`src/rtl/iirl_pkg.sv`:
```
`timescale 1ns / 1ps
// Shared constants, codes and types for the indexed insert/remove list.
// No dependencies.
package iirl_pkg;

    localparam int DEPTH  = 64;
    localparam int IDX_W  = 6;
    localparam int CNT_W  = 7;
    localparam int DATA_W = 32;

    localparam logic [CNT_W-1:0] CAP_RESET = 7'd64;
    localparam logic [CNT_W-1:0] DEPTH_CNT = 7'd64;

    localparam logic [1:0] MODE_INSERT = 2'd0;
    localparam logic [1:0] MODE_REMOVE = 2'd1;
    localparam logic [1:0] MODE_READ   = 2'd2;
    localparam logic [1:0] MODE_CLEAR  = 2'd3;

    localparam logic [1:0] ST_OK      = 2'd0;
    localparam logic [1:0] ST_INVALID = 2'd1;
    localparam logic [1:0] ST_FULL    = 2'd2;

    typedef struct packed {
        logic             ins_en;
        logic             rem_en;
        logic [CNT_W-1:0] pos;
    } cell_ctrl_t;

endpackage

```
`src/rtl/iirl_cell.sv`:
```
`timescale 1ns / 1ps
// One list slot: holds a word, loads it, or takes its left/right neighbor's.
// Depends on iirl_pkg.
module iirl_cell (
    input  logic                                   clk,
    input  iirl_pkg::cell_ctrl_t                   ctrl,
    input  logic [iirl_pkg::IDX_W-1:0]             idx,
    input  logic signed [iirl_pkg::DATA_W-1:0]     ins_data,
    input  logic signed [iirl_pkg::DATA_W-1:0]     left_data,
    input  logic signed [iirl_pkg::DATA_W-1:0]     right_data,
    output logic signed [iirl_pkg::DATA_W-1:0]     data
);

    logic signed [iirl_pkg::DATA_W-1:0] data_reg;
    logic signed [iirl_pkg::DATA_W-1:0] data_next;
    logic [iirl_pkg::CNT_W-1:0]         idx_ext;

    assign idx_ext = {1'b0, idx};

    always_comb
    begin
        data_next = data_reg;
        if (ctrl.ins_en)
        begin
            if (idx_ext == ctrl.pos)
                data_next = ins_data;
            else if (idx_ext > ctrl.pos)
                data_next = left_data;
        end
        else if (ctrl.rem_en)
        begin
            if (idx_ext >= ctrl.pos)
                data_next = right_data;
        end
    end

    always_ff @(posedge clk)
    begin
        data_reg <= data_next;
    end

    assign data = data_reg;

endmodule

```
`src/rtl/indexed_insert_remove_list.sv`:
```
`timescale 1ns / 1ps
// Fixed-capacity ordered list of signed words held in a row of shift cells.
// The result is registered as the item is accepted.
// Throughput: one item per cycle while out_ready holds; insert/remove shift all cells in parallel.
// Reset: count cleared, capacity 64, out_valid cleared; entry words and result fields not reset.
// Depends on iirl_pkg and iirl_cell.
module indexed_insert_remove_list (
    input  logic                                   clk,
    input  logic                                   rst_n,
    input  logic                                   in_valid,
    output logic                                   in_ready,
    input  logic [1:0]                             mode,
    input  logic [iirl_pkg::CNT_W-1:0]             position,
    input  logic signed [iirl_pkg::DATA_W-1:0]     value,
    output logic                                   out_valid,
    input  logic                                   out_ready,
    output logic [1:0]                             status,
    output logic signed [iirl_pkg::DATA_W-1:0]     read_value,
    output logic [iirl_pkg::CNT_W-1:0]             count,
    output logic                                   is_full,
    output logic                                   is_empty,
    input  logic                                   cfg_valid,
    output logic                                   cfg_ready,
    input  logic [iirl_pkg::CNT_W-1:0]             cfg_data
);

    logic [iirl_pkg::CNT_W-1:0] cap_reg;
    logic [iirl_pkg::CNT_W-1:0] cnt_reg;
    logic [iirl_pkg::CNT_W-1:0] cnt_next;
    logic [iirl_pkg::CNT_W-1:0] eff_cap;
    logic                       out_valid_reg;
    logic                       accept;

    logic [1:0]                         status_reg, status_next;
    logic signed [iirl_pkg::DATA_W-1:0] rd_reg, rd_next;
    logic [iirl_pkg::CNT_W-1:0]         count_reg;
    logic                               full_reg, full_next;
    logic                               empty_reg, empty_next;

    iirl_pkg::cell_ctrl_t ctrl;
    logic signed [iirl_pkg::DATA_W-1:0] cell_data [iirl_pkg::DEPTH];

    assign in_ready  = !out_valid_reg || out_ready;
    assign accept    = in_valid && in_ready;
    assign cfg_ready = 1'b1;
    assign eff_cap   = (cap_reg > iirl_pkg::DEPTH_CNT) ? iirl_pkg::DEPTH_CNT : cap_reg;

    always_comb
    begin
        status_next = iirl_pkg::ST_OK;
        rd_next     = '1;
        cnt_next    = cnt_reg;
        ctrl.ins_en = 1'b0;
        ctrl.rem_en = 1'b0;
        ctrl.pos    = position;
        case (mode)
            iirl_pkg::MODE_INSERT:
            begin
                if (position > cnt_reg)
                    status_next = iirl_pkg::ST_INVALID;
                else if (cnt_reg >= eff_cap)
                    status_next = iirl_pkg::ST_FULL;
                else
                begin
                    ctrl.ins_en = accept;
                    cnt_next    = cnt_reg + 7'd1;
                end
            end
            iirl_pkg::MODE_REMOVE:
            begin
                if (position >= cnt_reg)
                    status_next = iirl_pkg::ST_INVALID;
                else
                begin
                    ctrl.rem_en = accept;
                    cnt_next    = cnt_reg - 7'd1;
                end
            end
            iirl_pkg::MODE_READ:
            begin
                if (position >= cnt_reg)
                    status_next = iirl_pkg::ST_INVALID;
                else
                    rd_next = cell_data[position[iirl_pkg::IDX_W-1:0]];
            end
            default:
            begin
                cnt_next = '0;
            end
        endcase
        full_next  = (cnt_next >= eff_cap);
        empty_next = (cnt_next == '0);
    end

    genvar g;
    generate
        for (g = 0; g < iirl_pkg::DEPTH; g++)
        begin : g_cell
            logic signed [iirl_pkg::DATA_W-1:0] left_d;
            logic signed [iirl_pkg::DATA_W-1:0] right_d;
            if (g == 0)
            begin : g_first
                assign left_d = '0;
            end
            else
            begin : g_left
                assign left_d = cell_data[g-1];
            end
            if (g == iirl_pkg::DEPTH - 1)
            begin : g_last
                assign right_d = '0;
            end
            else
            begin : g_right
                assign right_d = cell_data[g+1];
            end
            iirl_cell u_cell (
                .clk        (clk),
                .ctrl       (ctrl),
                .idx        (iirl_pkg::IDX_W'(g)),
                .ins_data   (value),
                .left_data  (left_d),
                .right_data (right_d),
                .data       (cell_data[g])
            );
        end
    endgenerate

    always_ff @(posedge clk or negedge rst_n)
    begin
        if (!rst_n)
        begin
            cap_reg       <= iirl_pkg::CAP_RESET;
            cnt_reg       <= '0;
            out_valid_reg <= 1'b0;
        end
        else
        begin
            if (cfg_valid && cfg_ready)
                cap_reg <= cfg_data;
            if (accept)
            begin
                cnt_reg       <= cnt_next;
                out_valid_reg <= 1'b1;
            end
            else if (out_ready)
                out_valid_reg <= 1'b0;
        end
    end

    always_ff @(posedge clk)
    begin
        if (accept)
        begin
            status_reg <= status_next;
            rd_reg     <= rd_next;
            count_reg  <= cnt_next;
            full_reg   <= full_next;
            empty_reg  <= empty_next;
        end
    end

    assign out_valid  = out_valid_reg;
    assign status     = status_reg;
    assign read_value = rd_reg;
    assign count      = count_reg;
    assign is_full    = full_reg;
    assign is_empty   = empty_reg;

endmodule
```
`config.mk`:
```
export PLATFORM = sky130hd
export DESIGN_NAME = indexed_insert_remove_list
export DESIGN_NICKNAME = d
export VERILOG_FILES = /design/src/rtl/iirl_pkg.sv /design/src/rtl/iirl_cell.sv /design/src/rtl/indexed_insert_remove_list.sv
export SDC_FILE = /design/constraint.sdc
export NUM_CORES = 2
export LEC_CHECK = 0
export ABC_AREA = 0
export BUFFER_PORTS_ARGS = -buffer_cell sky130_fd_sc_hd__buf_2
export CAP_MARGIN = 10
export CORE_MARGIN = 5
export CORE_UTILIZATION = 29
export CTS_CLUSTER_DIAMETER = 200
export DETAILED_ROUTE_END_ITERATION = 10
export HOLD_SLACK_MARGIN = 0.05
export SYNTH_ARGS = -nofsm -noshare
export SYNTH_HDL_FRONTEND = slang
export SYNTH_SLANG_ARGS = --single-unit
```
`constraint.sdc`:
```
create_clock -name clk -period 9.35 [get_ports clk]
set_input_delay 1.4025 -clock clk [delete_from_list [all_inputs] [get_ports clk]]
set_output_delay 1.4025 -clock clk [all_outputs]
set_load 0.01 [all_outputs]
```
==> impl_metrics.toml <==
[timing]
hold_ws_ns = 0.406
post-route-min-period_ns = 6.14
setup_viol = 0
final_hold_viol_count = 0
fmax_mhz = 163
slew_headroom_pct = 20.6
worst_pin_slew_ns = 1.19
drv_slew = 0
skew_ns = 0.0738
fin_ws_ns = 3.21
final.period_utilization_pct = 65.7
setup_tns_ns = 0
grt_setup_unrepaired = "no"

[power_and_ir_drop]
irDropWorstVdd_v = 0.000175
power_density_nw_per_um2 = 162
p_leak_nw = 55.1

[clocking]
post_cts_resized = 0
cts_tree = "yes"
postCtsSetupBuffers = 0
ctsHoldBuffers = 0
cts_sinks = 2106
htreeDepth = 4
numCtsBuffers = 238
clk-insertion-delay-late_ns = 0.94
ctsRootBufferMaster = "clkbuf_16"
clk_path_buf_depth = 4
cts.clk_slew.worst_paths_ns = 0.06

[floorplan]
io_pins = 99
fp.dieArea_um2 = 438000
die_y_um = 662
core_um2 = 423000
die_w_um = 662
start_util_pct = 29.1
rows = 239

[synth]
synth_edf_count = 2091
ys_types = 60
synthFlopType = "edfxtp_1"
async_reset_ff_share_pct = 0.712
synth_area_per_cell_um2 = 11.8
syn-num-nets = 10500
synth_cells = 10400
synth_seq_cells = 2106
syn_area_um2 = 123000
ys_warn_count = 0
ys_seq_area_share_pct = 51.3

[cells_and_area]
fin_nets = 9959
largest_reg_flops = 2048
fillers = 42300
syn_to_final_growth_pct = 11.0
multi_input_area_um2 = 56700
final_common_cell = "nand2_1"
layout_common_cells = "nand2_1 (2,142), edfxtp_1 (2,091), o21ai_0 (1,993), mux2i_1 (1,985), mux4_2 (672)"
register_area_um2 = 63200
drive_gt1_share_pct = 14.1

[global_routing]
grt.total_usage_pct = 18.0
antenna_found_initial = 27
grt_overflow = 0
grt_max_degree = 274
grt_pass1_vias = 83200
grt_pass1_wl_mm = 598

[run_status]
status = "complete, no violations"

[drt]
drt-vias-per-instance = 5.52
first_iter_violations = 10600
drt_wl_total_mm = 411
via_count = 87100
drt_first_pass_iters = 8
ant_nets = 0
drc_errors = 0
wl_per_cell_um = 26.0

[run]
cap_violations = 0

[setup_path]
crit_type = "input pin to flip-flop"
cp-start-kind = "input pin"
end_kind = "flip-flop"
cp.arrival_ns = 6.68
critPathMaxFanout = 20
crit_required_ns = 9.88

[place]
dp_slack_ns = 2.49
dp_hpwl_mm = 258
gp_congestion = 0.912
io_buffers = 97

[worst_hold_path]
min_path_type = "input pin to async pin"
## per-stage QoR
step	util [%]	instance area, um2	std cells	total power, W
floorplan	-	123000	10400	0.0124
global placement	30.5	129000	15300	0.0132
detailed placement	30.5	129000	15300	0.0132
CTS	32.3	137000	15700	0.0223
global route	32.3	137000	15800	0.0229
finish	32.3	137000	15800	0.0222
## kinds of logic after synthesis
logic type               Yosys count  synth area share [%]
AO/OA/AOI/OAI                   2122                  8.75
other                              1               0.00304
multiplexers                    2666                  28.5
AND/OR/NAND/NOR                 2396                  7.61
buffers and inverters           1088                  3.56
XOR/XNOR                           2                0.0142
flip-flops                      2106                  51.3
adder cells (fa/ha/maj)           27                 0.274
## cell usage after synthesis (all sizes together) (3+ instances only)
master     n  area, um2
a211o      5       43.8
a211oi     6       45.0
a21o      11       82.6
a21oi     74        370
a31oi      7       43.8
and2       9       56.3
and3       3       18.8
buf      354       1630
clkbuf   715       2690
dfrtp     14        350
edfxtp  2091      62800
ha        27        338
inv       17       63.8
mux2       9        101
mux2i   1985      19900
mux4     672      15100
nand2   2176       8170
nand2b    47        294
nand3     51        255
nand4      4       25.0
nor2      56        213
nor2b      6       37.5
nor3      15       85.1
nor4       4       37.5
o21a       6       45.0
o21ai   1994       9980
or2        7       43.8
or3        5       31.3
or4        3       22.5
## worst paths after layout
path,startpoint,endpoint,slack (ns),cells after the start
min,rst_n,cap_reg[3],0.41,1
max,position[0],g_cell[58].u_cell.data[16],3.21,11
min reg2reg,cap_reg[5],cap_reg[5],0.51,1
min in group clk,cap_reg[5],cap_reg[5],0.51,1
max in group asynchronous,rst_n,cap_reg[6],8.62,1
max reg2reg,cnt_reg[4],g_cell[58].u_cell.data[16],3.80,12
## critical path: stages
cell and delay, ns:
buf_8 0.26, clkinv_1 0.56, ha_1 0.51, nand2b_1 0.19, a211o_1 0.40, a21oi_1 0.67, a31oi_4 0.17, buf_4 0.32
or2_2 0.73, a21oi_4 0.83, buf_4 0.46
## layout make-up
cell class | count | share of cell area [%]
flip-flops and latches | 2106 | 46.2
multi-input cells | 7214 | 41.5
well taps | 5663 | 5.18
clock buffers | 301 | 4.53
repair buffers | 300 | 1.69
clock inverters | 134 | 0.795
diodes | 44 | 0.0806
inverters | 19 | 0.0522
## report_power, final
group	switching, W	internal [W]	total, W
clock	0.00407	0.00505	0.00912
combinational	0.00153	0.000801	0.00233
sequential	0.000152	0.0106	0.0108
## layer usage
layer	part of all wire, %	track usage, %
met5	0.0066	0
met2	47	29.0
met4	4.0	6.63
met1	41	24.3
met3	8.6	3.12
Power figures use the tool's default switching activity.
